--- src/hw/rtl/fac_pkg.sv ---
// Shared types, constants and codes of the fit allocator.
package fac_pkg;

    // Table geometry
    localparam int ADDR_W       = 25;
    localparam int FREE_ENTRIES = 16;
    localparam int FREE_SLOTS   = FREE_ENTRIES + 1;   // one spare slot for the inserted span
    localparam int USED_ENTRIES = 16;
    localparam int FIDX_W       = $clog2(FREE_SLOTS);
    localparam int FCNT_W       = $clog2(FREE_SLOTS + 1);
    localparam int PIDX_W       = $clog2(FREE_ENTRIES);
    localparam int UIDX_W       = $clog2(USED_ENTRIES);
    localparam int UCNT_W       = $clog2(USED_ENTRIES + 1);
    localparam int SCAN_W       = (FCNT_W > UCNT_W) ? FCNT_W : UCNT_W;

    // Field widths
    localparam int OP_W      = 2;
    localparam int PID_W     = 8;
    localparam int TAG_W     = 8;
    localparam int REQ_W     = 23;
    localparam int ST_W      = 2;
    localparam int FREED_W   = 5;
    localparam int CFG_IDX_W = 1;

    // Sizes
    localparam logic [ADDR_W-1:0] MB_SIZE      = ADDR_W'(64'd1 << 20);
    localparam logic [ADDR_W-1:0] BEST_FIT_CAP = ADDR_W'(64'd15 << 20);
    localparam logic [ADDR_W-1:0] MERGE_RESET  = ADDR_W'(64'd4 << 20);
    localparam int                RESET_BLOCKS = 5;

    // Opcodes
    localparam logic [OP_W-1:0] OP_ALLOC    = 2'd0;
    localparam logic [OP_W-1:0] OP_FREE_ONE = 2'd1;
    localparam logic [OP_W-1:0] OP_FREE_ALL = 2'd2;
    localparam logic [OP_W-1:0] OP_NONE     = 2'd3;

    // Status codes
    localparam logic [ST_W-1:0] ST_OK       = 2'd0;
    localparam logic [ST_W-1:0] ST_NO_FIT   = 2'd1;
    localparam logic [ST_W-1:0] ST_NO_OWNER = 2'd2;
    localparam logic [ST_W-1:0] ST_FULL     = 2'd3;

    // Configuration register indexes
    localparam logic [CFG_IDX_W-1:0] CFG_FIT_MODE    = 1'd0;
    localparam logic [CFG_IDX_W-1:0] CFG_MERGE_LIMIT = 1'd1;

    typedef struct packed {
        logic [OP_W-1:0]  opcode;
        logic [PID_W-1:0] process_id;
        logic [TAG_W-1:0] block_tag;
        logic [REQ_W-1:0] request_size;
    } t_req;

    typedef struct packed {
        logic [ST_W-1:0]    status;
        logic [ADDR_W-1:0]  block_address;
        logic [FREED_W-1:0] freed_count;
    } t_res;

    // Controller to datapath
    typedef struct packed {
        logic load;        // capture request, clear scan and result
        logic scan_inc;
        logic fit_eval;    // judge free entry at scan index
        logic alloc_commit;
        logic ins;         // snapshot free table, insert used span at scan index
        logic merge_step;
        logic restore;     // undo insert from snapshot
        logic used_remove; // drop used entry at scan index
        logic freed_inc;
    } t_cmd;

    // Datapath to controller
    typedef struct packed {
        logic [OP_W-1:0] op;
        logic fit_mode;
        logic used_full;
        logic free_end;
        logic used_end;
        logic fits;
        logic fit_found;
        logic owner_match;
        logic zero_span;
        logic merge_more;
        logic overflow;
    } t_sts;

    // Reset layout of the free table: 1,2,2,4,4 MB from 3 MB
    function automatic logic [ADDR_W-1:0] rst_size(input int i);
        logic [ADDR_W-1:0] v;
        unique case (i)
            0:       v = MB_SIZE;
            1, 2:    v = ADDR_W'(MB_SIZE << 1);
            default: v = ADDR_W'(MB_SIZE << 2);
        endcase
        return v;
    endfunction

    function automatic logic [ADDR_W-1:0] rst_start(input int i);
        logic [ADDR_W-1:0] v;
        v = ADDR_W'(MB_SIZE * 3);
        for (int k = 0; k < RESET_BLOCKS; k++) begin
            if (k < i) begin
                v = v + rst_size(k);
            end
        end
        return v;
    endfunction

endpackage

--- src/hw/rtl/fac_ctrl.sv ---
// Controller: sequences allocate, free and terminate transactions.
module fac_ctrl
    import fac_pkg::*;
(
    input  logic            i_clk,
    input  logic            i_rst_n,
    input  logic            i_start,
    input  t_sts            i_sts,
    output t_cmd            o_cmd,
    output logic            o_busy,
    output logic            o_done,
    output logic [ST_W-1:0] o_status
);

    localparam logic [2:0] S_IDLE    = 3'd0;
    localparam logic [2:0] S_DISP    = 3'd1;
    localparam logic [2:0] S_ASCAN   = 3'd2;
    localparam logic [2:0] S_ACOMMIT = 3'd3;
    localparam logic [2:0] S_USCAN   = 3'd4;
    localparam logic [2:0] S_MERGE   = 3'd5;

    logic [2:0]      r_state, n_state;
    logic            r_done, n_done;
    logic [ST_W-1:0] r_status, n_status;
    logic            r_any, n_any;
    logic            r_failed, n_failed;
    logic            one;

    assign one = i_sts.op == OP_FREE_ONE;

    always_comb begin
        n_state  = r_state;
        n_done   = 1'b0;
        n_status = r_status;
        n_any    = r_any;
        n_failed = r_failed;
        o_cmd    = '0;
        unique case (r_state)
            S_IDLE: begin
                if (i_start) begin
                    o_cmd.load = 1'b1;
                    n_any      = 1'b0;
                    n_failed   = 1'b0;
                    n_state    = S_DISP;
                end
            end
            S_DISP: begin
                unique case (i_sts.op)
                    OP_ALLOC: begin
                        if (i_sts.used_full) begin
                            n_done = 1'b1; n_status = ST_FULL; n_state = S_IDLE;
                        end else begin
                            n_state = S_ASCAN;
                        end
                    end
                    OP_FREE_ONE, OP_FREE_ALL: n_state = S_USCAN;
                    default: begin
                        n_done = 1'b1; n_status = ST_OK; n_state = S_IDLE;
                    end
                endcase
            end
            // Walk the free table; first fit stops on the first hit
            S_ASCAN: begin
                if (i_sts.free_end) begin
                    if (i_sts.fit_found) begin
                        n_state = S_ACOMMIT;
                    end else begin
                        n_done = 1'b1; n_status = ST_NO_FIT; n_state = S_IDLE;
                    end
                end else begin
                    o_cmd.fit_eval = 1'b1;
                    if (!i_sts.fit_mode && i_sts.fits) begin
                        n_state = S_ACOMMIT;
                    end else begin
                        o_cmd.scan_inc = 1'b1;
                    end
                end
            end
            S_ACOMMIT: begin
                o_cmd.alloc_commit = 1'b1;
                n_done = 1'b1; n_status = ST_OK; n_state = S_IDLE;
            end
            // Walk the used table for owner matches
            S_USCAN: begin
                if (i_sts.used_end) begin
                    n_done = 1'b1;
                    n_state = S_IDLE;
                    if (one || !r_any) begin
                        n_status = ST_NO_OWNER;
                    end else begin
                        n_status = r_failed ? ST_FULL : ST_OK;
                    end
                end else if (i_sts.owner_match) begin
                    n_any = 1'b1;
                    if (i_sts.zero_span) begin
                        // empty span: dropped, nothing goes to the free table
                        o_cmd.used_remove = 1'b1;
                        o_cmd.freed_inc   = 1'b1;
                        if (one) begin
                            n_done = 1'b1; n_status = ST_OK; n_state = S_IDLE;
                        end
                    end else begin
                        o_cmd.ins = 1'b1;
                        n_state   = S_MERGE;
                    end
                end else begin
                    o_cmd.scan_inc = 1'b1;
                end
            end
            // One merge decision a cycle, then commit or undo the insert
            S_MERGE: begin
                if (i_sts.merge_more) begin
                    o_cmd.merge_step = 1'b1;
                end else if (i_sts.overflow) begin
                    o_cmd.restore = 1'b1;
                    if (one) begin
                        n_done = 1'b1; n_status = ST_FULL; n_state = S_IDLE;
                    end else begin
                        n_failed       = 1'b1;
                        o_cmd.scan_inc = 1'b1;
                        n_state        = S_USCAN;
                    end
                end else begin
                    o_cmd.used_remove = 1'b1;
                    o_cmd.freed_inc   = 1'b1;
                    if (one) begin
                        n_done = 1'b1; n_status = ST_OK; n_state = S_IDLE;
                    end else begin
                        n_state = S_USCAN;
                    end
                end
            end
            default: n_state = S_IDLE;
        endcase
    end

    always_ff @(posedge i_clk) begin
        if (!i_rst_n) begin
            r_state  <= S_IDLE;
            r_done   <= 1'b0;
            r_status <= ST_OK;
            r_any    <= 1'b0;
            r_failed <= 1'b0;
        end else begin
            r_state  <= n_state;
            r_done   <= n_done;
            r_status <= n_status;
            r_any    <= n_any;
            r_failed <= n_failed;
        end
    end

    assign o_busy   = r_state != S_IDLE;
    assign o_done   = r_done;
    assign o_status = r_status;

    // Checks
    a_done_after_work: assert property (@(posedge i_clk) disable iff (!i_rst_n)
        r_done |-> $past(r_state) != S_IDLE)
        else $error("result strobe without a transaction in flight");
    a_start_busy: assert property (@(posedge i_clk) disable iff (!i_rst_n)
        (i_start && !o_busy) |=> o_busy)
        else $error("accepted transaction did not raise busy");
    a_one_cmd: assert property (@(posedge i_clk) disable iff (!i_rst_n)
        $onehot0({o_cmd.alloc_commit, o_cmd.ins, o_cmd.merge_step, o_cmd.restore}))
        else $error("conflicting free table commands");

endmodule

--- config.mk ---
export PLATFORM = sky130hd
export DESIGN_NAME = fac_ctrl
export DESIGN_NICKNAME = d
export VERILOG_FILES = /design/src/hw/rtl/fac_pkg.sv /design/src/hw/rtl/fac_ctrl.sv
export SDC_FILE = /design/constraint.sdc
export NUM_CORES = 1
export LEC_CHECK = 0
export BUFFER_PORTS_ARGS = -buffer_cell sky130_fd_sc_hd__buf_2
export CORE_ASPECT_RATIO = 1.75
export CORE_MARGIN = 4
export CORE_UTILIZATION = 30
export CTS_BUF_LIST = sky130_fd_sc_hd__clkbuf_2
export CTS_CLUSTER_DIAMETER = 60
export CTS_CLUSTER_SIZE = 28
export DETAILED_ROUTE_END_ITERATION = 8
export GPL_TIMING_DRIVEN = 1
export PLACE_DENSITY = 0.59
export SETUP_SLACK_MARGIN = 0.3
export SYNTH_ARGS = -nofsm -noshare
export SYNTH_HDL_FRONTEND = slang
export SYNTH_SLANG_ARGS = --single-unit
--- constraint.sdc ---
create_clock -name i_clk -period 1.5 [get_ports i_clk]
set_input_delay 0.15 -clock i_clk [delete_from_list [all_inputs] [get_ports i_clk]]
set_output_delay 0.15 -clock i_clk [all_outputs]
set_load 0.02 [all_outputs]
* Word level (Yosys, flattened, before mapping)
Index checks and enable logic that the tools add are counted.
Word-level totals: input port bits 15, word-level logic and storage cells 112, bits in registers 8, output and inout port bits 13
Cells by class: muxes and demuxes 70, reduce and logical (&&, ||, !) cells 15, equality and inequality tests 22
Operators by type and width (count):
- $mux 2 | 20
- $mux 1 | 30
- $mux 3 | 10
- $ne 2x2->1 const B | 9
- $ne 3x3->1 const B | 5
- $pmux 3 s5 | 1
- $pmux 2 s5 | 1
- $reduce_and 5->1 | 2
- $reduce_and 9->1 | 1
- $pmux 2 s2 | 2
- $eq 3x2->1 const B | 2
- $eq 3x3->1 const B | 2
- $pmux 1 s2 | 3
- $pmux 3 s2 | 1
- $pmux 1 s5 | 1
- $reduce_bool 5->1 | 1
- $ne 4x4->1 const B | 1
- $reduce_and 4->1 | 1
- $reduce_bool 2->1 | 2
- $eq 3x1->1 const B | 1
- $logic_not 3->1 | 1
- $pmux 1 s3 | 1
- $reduce_bool 3->1 | 1
- $eq 2x1->1 const B | 1
- other kinds (6) | 7

* Longest topological paths before layout
Gate-level depths: netlist of the first run.
word-level depth 6, mapped depth 7, depth with buffers taken out 7

* Worst setup path before layout of the first run
No wires, ideal clock.
path type reg2out, start register r_state[1], end output o_cmd[1] in the netlist's numbering, arrival 1514 ps, required time 1350 ps, setup slack -164 ps, cell stages (with the launch flop) 5, path buffers 1, cell sequence dfxtp_1 > nand2b_1 > or3_1 > o22ai_1 > buf_4
RTL lines:
- from (decl) | line fac_ctrl.sv:22 | logic [2:0] r_state, n_state;
- from (signal assigned) | line fac_ctrl.sv:145 | r_state <= n_state;
- to (decl) | line fac_ctrl.sv:9 | output t_cmd o_cmd,

==> run summary, run 1 <==
outcome: complete, but fails checks
failing checks: setup timing
# fillers: 227
row cnt: 24
clock slew at reported path FFs: 0.09 ns
largest net degree at the start of global routing: 9
CTS tree: built
final net count: 185
Reg area: 171.4 um^2
PnR worst setup slack: -0.1875 ns
# IOs: 28
worst path cell trace: nand2b_4 -> or3_4 -> buf_6 -> o22ai_4 -> buf_6
diode count: 0
Area contributors post-synth: dfxtp_1 21%, a21oi_1 5.8%, nand2b_1 5.6%
Fin. Hold Viols: 0
Peak VDD IR: 0.0007659 V
leak pwr: 0.6745 nW
Critical Path End Type: output port
hold_ws: 0.1963 ns
Yosys Warn Count: 0
initial antenna violation count: 0
Seq/Total Area, Yosys: 20.58%
mapped cell area: 778.2 um^2
first-pass GRT wire length: 4.533 mm
commonest non-fill, non-tap cell in the layout: buf_4
H-tree depth: 1
max incr delay on CP: 0.42 ns
RSZ-0062 raised after global routing: yes
Placeable Area: 2492 um^2
Worst EP arrival: 1.54 ns
area of the multi-input gates: 701.9 um^2
Routed Antenna Nets: 0
Gate Count Post-Synth: 104
CTS Buffer Depth: 2
post-synth top area cell: dfxtp_1
most frequent CP cell: buf_6
met1 wire length: 1.092 mm
final cell count without fillers: 192
Critical Path Start Type: flip-flop
setup TNS: -1.687 ns
PwrDens: 1251 nW/um^2
Vias: 1041
max_cap viols: 0
worst path bufs/invs: 2
synth unique cells: 38
Slew HR: 73.45%
Setup CP Type: reg2out
share of cells above drive strength 1: 59.04%
flop and latch count out of synthesis: 8
Worst Hold Class: in2reg
metal3 WL: 124 um
clock sinks: 8
Peak Freq: 592.6 MHz
CP Max Fanout: 5
CP top delay family: simple AND/OR/NAND/NOR gates
final WL: 2.966 mm
GPL Wtd Cong: 0.8655
residual DRC count: 0
Critical Path RT: 1.35 ns
Clk Latency, worst-skew pair: 0.24 ns
Chip Width: 46.50 um
fin. max-slew vios: 0
Mapped Nets: 122
Met2 Routed Length: 1.636 mm
Post-Place Cells: 166
height of the die: 75.38 um
max layer used: met4
TritonCTS Buffers: 3
Die Area: 3505 um^2
DR WL/cell: 15.45 um
commonest non-fill, non-tap cells in the layout: 25 x buf_4, 20 x buf_6, 17 x buf_2
total grt overflow: 0
IO buf count: 27
top-area cell type share of the netlist area: 20.58%
Final Setup Violations: 12
DR iter-0 viols: 28
1st-pass router iterations: 4
layout overhead on the synthesized area: 90.84%
CTS Hold Bufs: 0
post-route design area: 1485 um^2
min Tclk post-route: 1.688 ns
Slew @ Worst Pin: 0.3941 ns
CTS root buf: clkbuf_2
Initial Util: 31.22%
Tot GR Track Use: 17.90%
clock skew: 0.006784 ns
Worst path slowest cell: dfxtp_4
vias in the first global route: 1013
average size of a mapped cell: 7.483 um^2
vias per inst: 5.422
hpwl dp: 2.051 mm
Tcrit/Tclk final: 112.5%
Post-DP Area: 1100 um^2
[power breakdown]
group / internal, mW / switching, mW
Clock: 0.0708 / 0.0834
Combinational: 0.745 / 0.613
Sequential: 0.273 / 0.0730
[cell families after synthesis]
logic type,share of synthesized area (%)
simple gates,30.87
fa+ha+maj,4.824
flops,20.58
compound gates,31.83
mux,2.733
buf+inv,9.164
[cell usage after synthesis, drive strengths merged]
cell type / number
a21oi: 11
inv: 9
nor2: 9
dfxtp: 8
nand2b: 7
o21ai: 7
buf: 5
a31oi: 4
and3: 4
nand2: 4
nor2b: 4
or3: 4
ha: 3
o22ai: 3
a21o: 2
nand3: 2
nand3b: 2
nor3: 2
a2111oi: 1
a211oi: 1
a221oi: 1
a311oi: 1
mux2: 1
mux2i: 1
nor3b: 1
nor4b: 1
o211a: 1
o221ai: 1
o2bb2ai: 1
o311a: 1
o31ai: 1
or2: 1
[sequential cells by signal, summed over array words and instances (netlist names)]
| name | flops |
|---|---|
| o_status | 2 |
| r_any | 1 |
| r_state | 3 |
| r_failed | 1 |
| o_done | 1 |
[through the flow]
| step | power, mW | worst slack [ns] | utilization, % |
|---|---|---|---|
| 2_1_floorplan | 0.9627 | 0.1103 | - |
| 3_3_place_gp | 1.188 | -0.05041 | 44.13 |
| 3_5_place_dp | 1.200 | -0.08363 | 44.13 |
| 4_1_cts | 1.724 | -0.2092 | 56.43 |
| 5_1_grt | 1.977 | -0.2600 | 59.59 |
| 6_report | 1.859 | -0.1875 | 59.59 |
[area by class of cell]
type	instances	area share, %
timing repair buffer	63	34.88
sequential	8	11.54
inverter	9	2.780
tap	26	2.190
clock buffer	4	1.348
multi-input combinational	82	47.26
[routing by layer]
metal | GRT usage, % | vias up
li1 | - | 504
met4 | 12.66 | 0
met3 | 1.418 | 10
met5 | 0 | -
met2 | 32.06 | 31
met1 | 18.59 | 496
[timing repair]
item                                   4_1_cts  5_1_grt
pin swaps                                   14        6
setup endpoints to repair                   18       16
gates resized for setup                     41        7
endpoints found under the hold margin        0        0
gates cloned                                 0        0
setup buffers                               16        6
[final timing paths]
path / start / to / slack [ns] / cells after the start
worst max-delay path: r_state[2]$_SDFFE_PN0P_ / o_cmd[0] / -0.19 / 5
worst min-delay path: i_rst_n / r_failed$_SDFFE_PN0P_ / 0.20 / 3
worst max register to register: r_state[2]$_SDFFE_PN0P_ / r_state[2]$_SDFFE_PN0P_ / -0.19 / 7
worst min register to register: r_failed$_SDFFE_PN0P_ / r_failed$_SDFFE_PN0P_ / 0.51 / 2
[worst min-delay path: stages]
cell	delay, ns
buf_2	0.15
o21ai_4	0.07
nor2_1	0.04
No activity file was read; power rests on OpenSTA's default activity.
==> inputs of run 2 (changes only) <==
--- a/config.mk
+++ b/config.mk
@@ -7,14 +7,13 @@
 export LEC_CHECK = 0
 export BUFFER_PORTS_ARGS = -buffer_cell sky130_fd_sc_hd__buf_2
 export CORE_ASPECT_RATIO = 1.75
-export CORE_MARGIN = 4
 export CORE_UTILIZATION = 30
 export CTS_BUF_LIST = sky130_fd_sc_hd__clkbuf_2
 export CTS_CLUSTER_DIAMETER = 60
 export CTS_CLUSTER_SIZE = 28
 export DETAILED_ROUTE_END_ITERATION = 8
 export GPL_TIMING_DRIVEN = 1
-export PLACE_DENSITY = 0.59
+export PLACE_DENSITY = 0.65
 export SETUP_SLACK_MARGIN = 0.3
 export SYNTH_ARGS = -nofsm -noshare
 export SYNTH_HDL_FRONTEND = slang
==> run summary, run 2 (synthesis gave the netlist of run 1 again) <==
Slew HR: 63.57% (-9.9 points)
vias per inst: 5.762 (+6.3%)
height of the die: 69.38 um (-8.0%)
Critical Path RT: 1.35 ns (about the same)
CTS Buffer Depth: 2 (unchanged)
diode count: 0 (unchanged)
Tot GR Track Use: 21.56% (+3.7 points)
total grt overflow: 0 (unchanged)
clock skew: 0.004284 ns (-0.002500 ns)
share of cells above drive strength 1: 61.64% (+2.6 points)
RSZ-0062 raised after global routing: yes
fin. max-slew vios: 0 (unchanged)
residual DRC count: 0 (unchanged)
R2R Setup Slk: -0.15 ns (+0.04 ns)
Worst EP arrival: 1.53 ns (about the same)
post-route design area: 1474 um^2 (-0.76%)
capture point of the worst reg-to-reg path: r_state[2]$_SDFFE_PN0P_
Initial Util: 31.61% (+0.38 points)
GPL Wtd Cong: 0.8645 (-0.12%)
DR WL/cell: 18.07 um (+17%)
final cell count without fillers: 185 (-3.6%)
CP Max Fanout: 4 (-1)
DR iter-0 viols: 10 (-64%)
Post-DP Area: 1085 um^2 (-1.4%)
clock slew at reported path FFs: 0.08 ns (about the same)
Peak Freq: 596.7 MHz (+0.70%)
hold_ws: 0.2006 ns (+0.004296 ns)
IO buf count: 27 (unchanged)
H-tree depth: 1 (unchanged)
initial antenna violation count: 0 (unchanged)
Post-Place Setup Slack: -0.09897 ns (-0.01534 ns)
outcome: complete, but fails checks
post-route total power: 1.857 mW (-0.10%)
Critical Path End Type: output port
commonest non-fill, non-tap cell in the layout: buf_6
Tcrit/Tclk final: 111.7% (-0.78 points)
row cnt: 24 (unchanged)
Routed Antenna Nets: 0 (unchanged)
# fillers: 199 (-12%)
clock sinks: 8 (unchanged)
Critical Path Start Type: flip-flop
Chip Width: 40.50 um (-13%)
Setup CP Type: reg2out
setup TNS: -1.096 ns (+0.5902 ns)
Worst Hold Class: in2reg
1st-pass router iterations: 6 (+2)
hpwl dp: 1.857 mm (-9.5%)
# IOs: 28 (unchanged)
Worst R2R Start: r_state[2]$_SDFFE_PN0P_
failing checks: setup timing
Slew @ Worst Pin: 0.5453 ns (+0.1511 ns)
Post-Place Cells: 164 (-1.2%)
PwrDens: 1260 nW/um^2 (+0.66%)
Placeable Area: 2462 um^2 (-1.2%)
Clk Latency, worst-skew pair: 0.23 ns (about the same)
CTS Hold Bufs: 0 (unchanged)
first-pass GRT wire length: 4.153 mm (-8.4%)
Final Setup Violations: 10 (-2)
R2R depth: 6 (-1)
min Tclk post-route: 1.676 ns (-0.01170 ns)
final WL: 3.343 mm (+13%)
Peak VDD IR: 0.0004896 V (-36%)
Top reg by flops: r_state
Fin. Hold Viols: 0 (unchanged)
PnR worst setup slack: -0.1758 ns (+0.01170 ns)
commonest non-fill, non-tap cells in the layout: 20 x buf_6, 19 x buf_4, 17 x buf_2
max_cap viols: 0 (unchanged)
Hold EP: r_state[2]$_SDFFE_PN0P_
max reg flops: 3 (unchanged)
final core occ: 59.86% (+0.27 points)
largest net degree at the start of global routing: 10 (+1)
vias in the first global route: 1005 (-0.79%)
leak pwr: 0.6409 nW (-5.0%)
layout overhead on the synthesized area: 89.39%
Vias: 1066 (+2.4%)
Hold Crit Depth: 2 (-1)
CTS root buf: clkbuf_2
CTS tree: built
final net count: 178 (-3.8%)
TritonCTS Buffers: 3 (unchanged)
Die Area: 2810 um^2 (-20%)
Hold Path Origin: i_rst_n
## run 2: cell count changes in the layout (fill, tap and decap cells not counted), sizes merged
cell / change
buf: -7
## run 2: routing by layer
| metal | GRT usage, % | share of wire [%] |
|---|---|---|
| met1 | 19.60 | 34 |
| met2 | 36.86 | 56 |
| met3 | 1.282 | 3.9 |
| met4 | 19.63 | 6.3 |
| met5 | 0 | 0 |
## run 2: worst max-delay path by stage
| stage | from | endpoint | slack (ns) | cells past startpoint |
|---|---|---|---|---|
| after floorplan | r_state[2]$_SDFFE_PN0P_ | r_state[2]$_SDFFE_PN0P_ | 0.11 | 4 |
| after global placement | r_state[0]$_SDFFE_PN0P_ | r_failed$_SDFFE_PN0P_ | -0.04 | 5 |
| after detailed placement | r_state[0]$_SDFFE_PN0P_ | o_status[0]$_SDFFE_PN0P_ | -0.1 | 5 |
| after CTS | r_state[2]$_SDFFE_PN0P_ | o_cmd[1] | -0.18 | 5 |
| after global routing | r_state[2]$_SDFFE_PN0P_ | o_cmd[0] | -0.24 | 5 |
| final | r_state[1]$_SDFFE_PN0P_ | o_cmd[0] | -0.18 | 5 |
## run 2: area by class of cell
class / instances / area, um^2 / area share [%]
sequential: 8 / 171.4 / 11.63
timing repair buffer: 56 / 452.9 / 30.73
tap: 26 / 32.53 / 2.207
clock buffer: 4 / 20.02 / 1.358
inverter: 9 / 38.79 / 2.632
multi-input combinational: 82 / 758.2 / 51.44
## run 2: repair_timing
| action | in CTS | in global routing |
|---|---|---|
| gates cloned | 0 | 0 |
| pin swaps | 7 | 13 |
| resized for setup | 33 | 25 |
| buffers inserted | 10 | 7 |
| endpoints found under the hold margin | 0 | 0 |
| endpoints found under the setup margin | 18 | 17 |
## run 2: critical path: stages (launching register included)
cell      delay (ns)
dfxtp_4         0.36
nand2b_4        0.14
or3_4           0.35
buf_6           0.14
o22ai_4         0.16
buf_6           0.15
## run 2: where the power goes
part	leakage (nW)	switching, mW	internal, mW
combinational	0.557	0.651	0.714
sequential	0.0676	0.0746	0.273
clock	0.0166	0.0729	0.0709
total	0.641	0.798	1.06
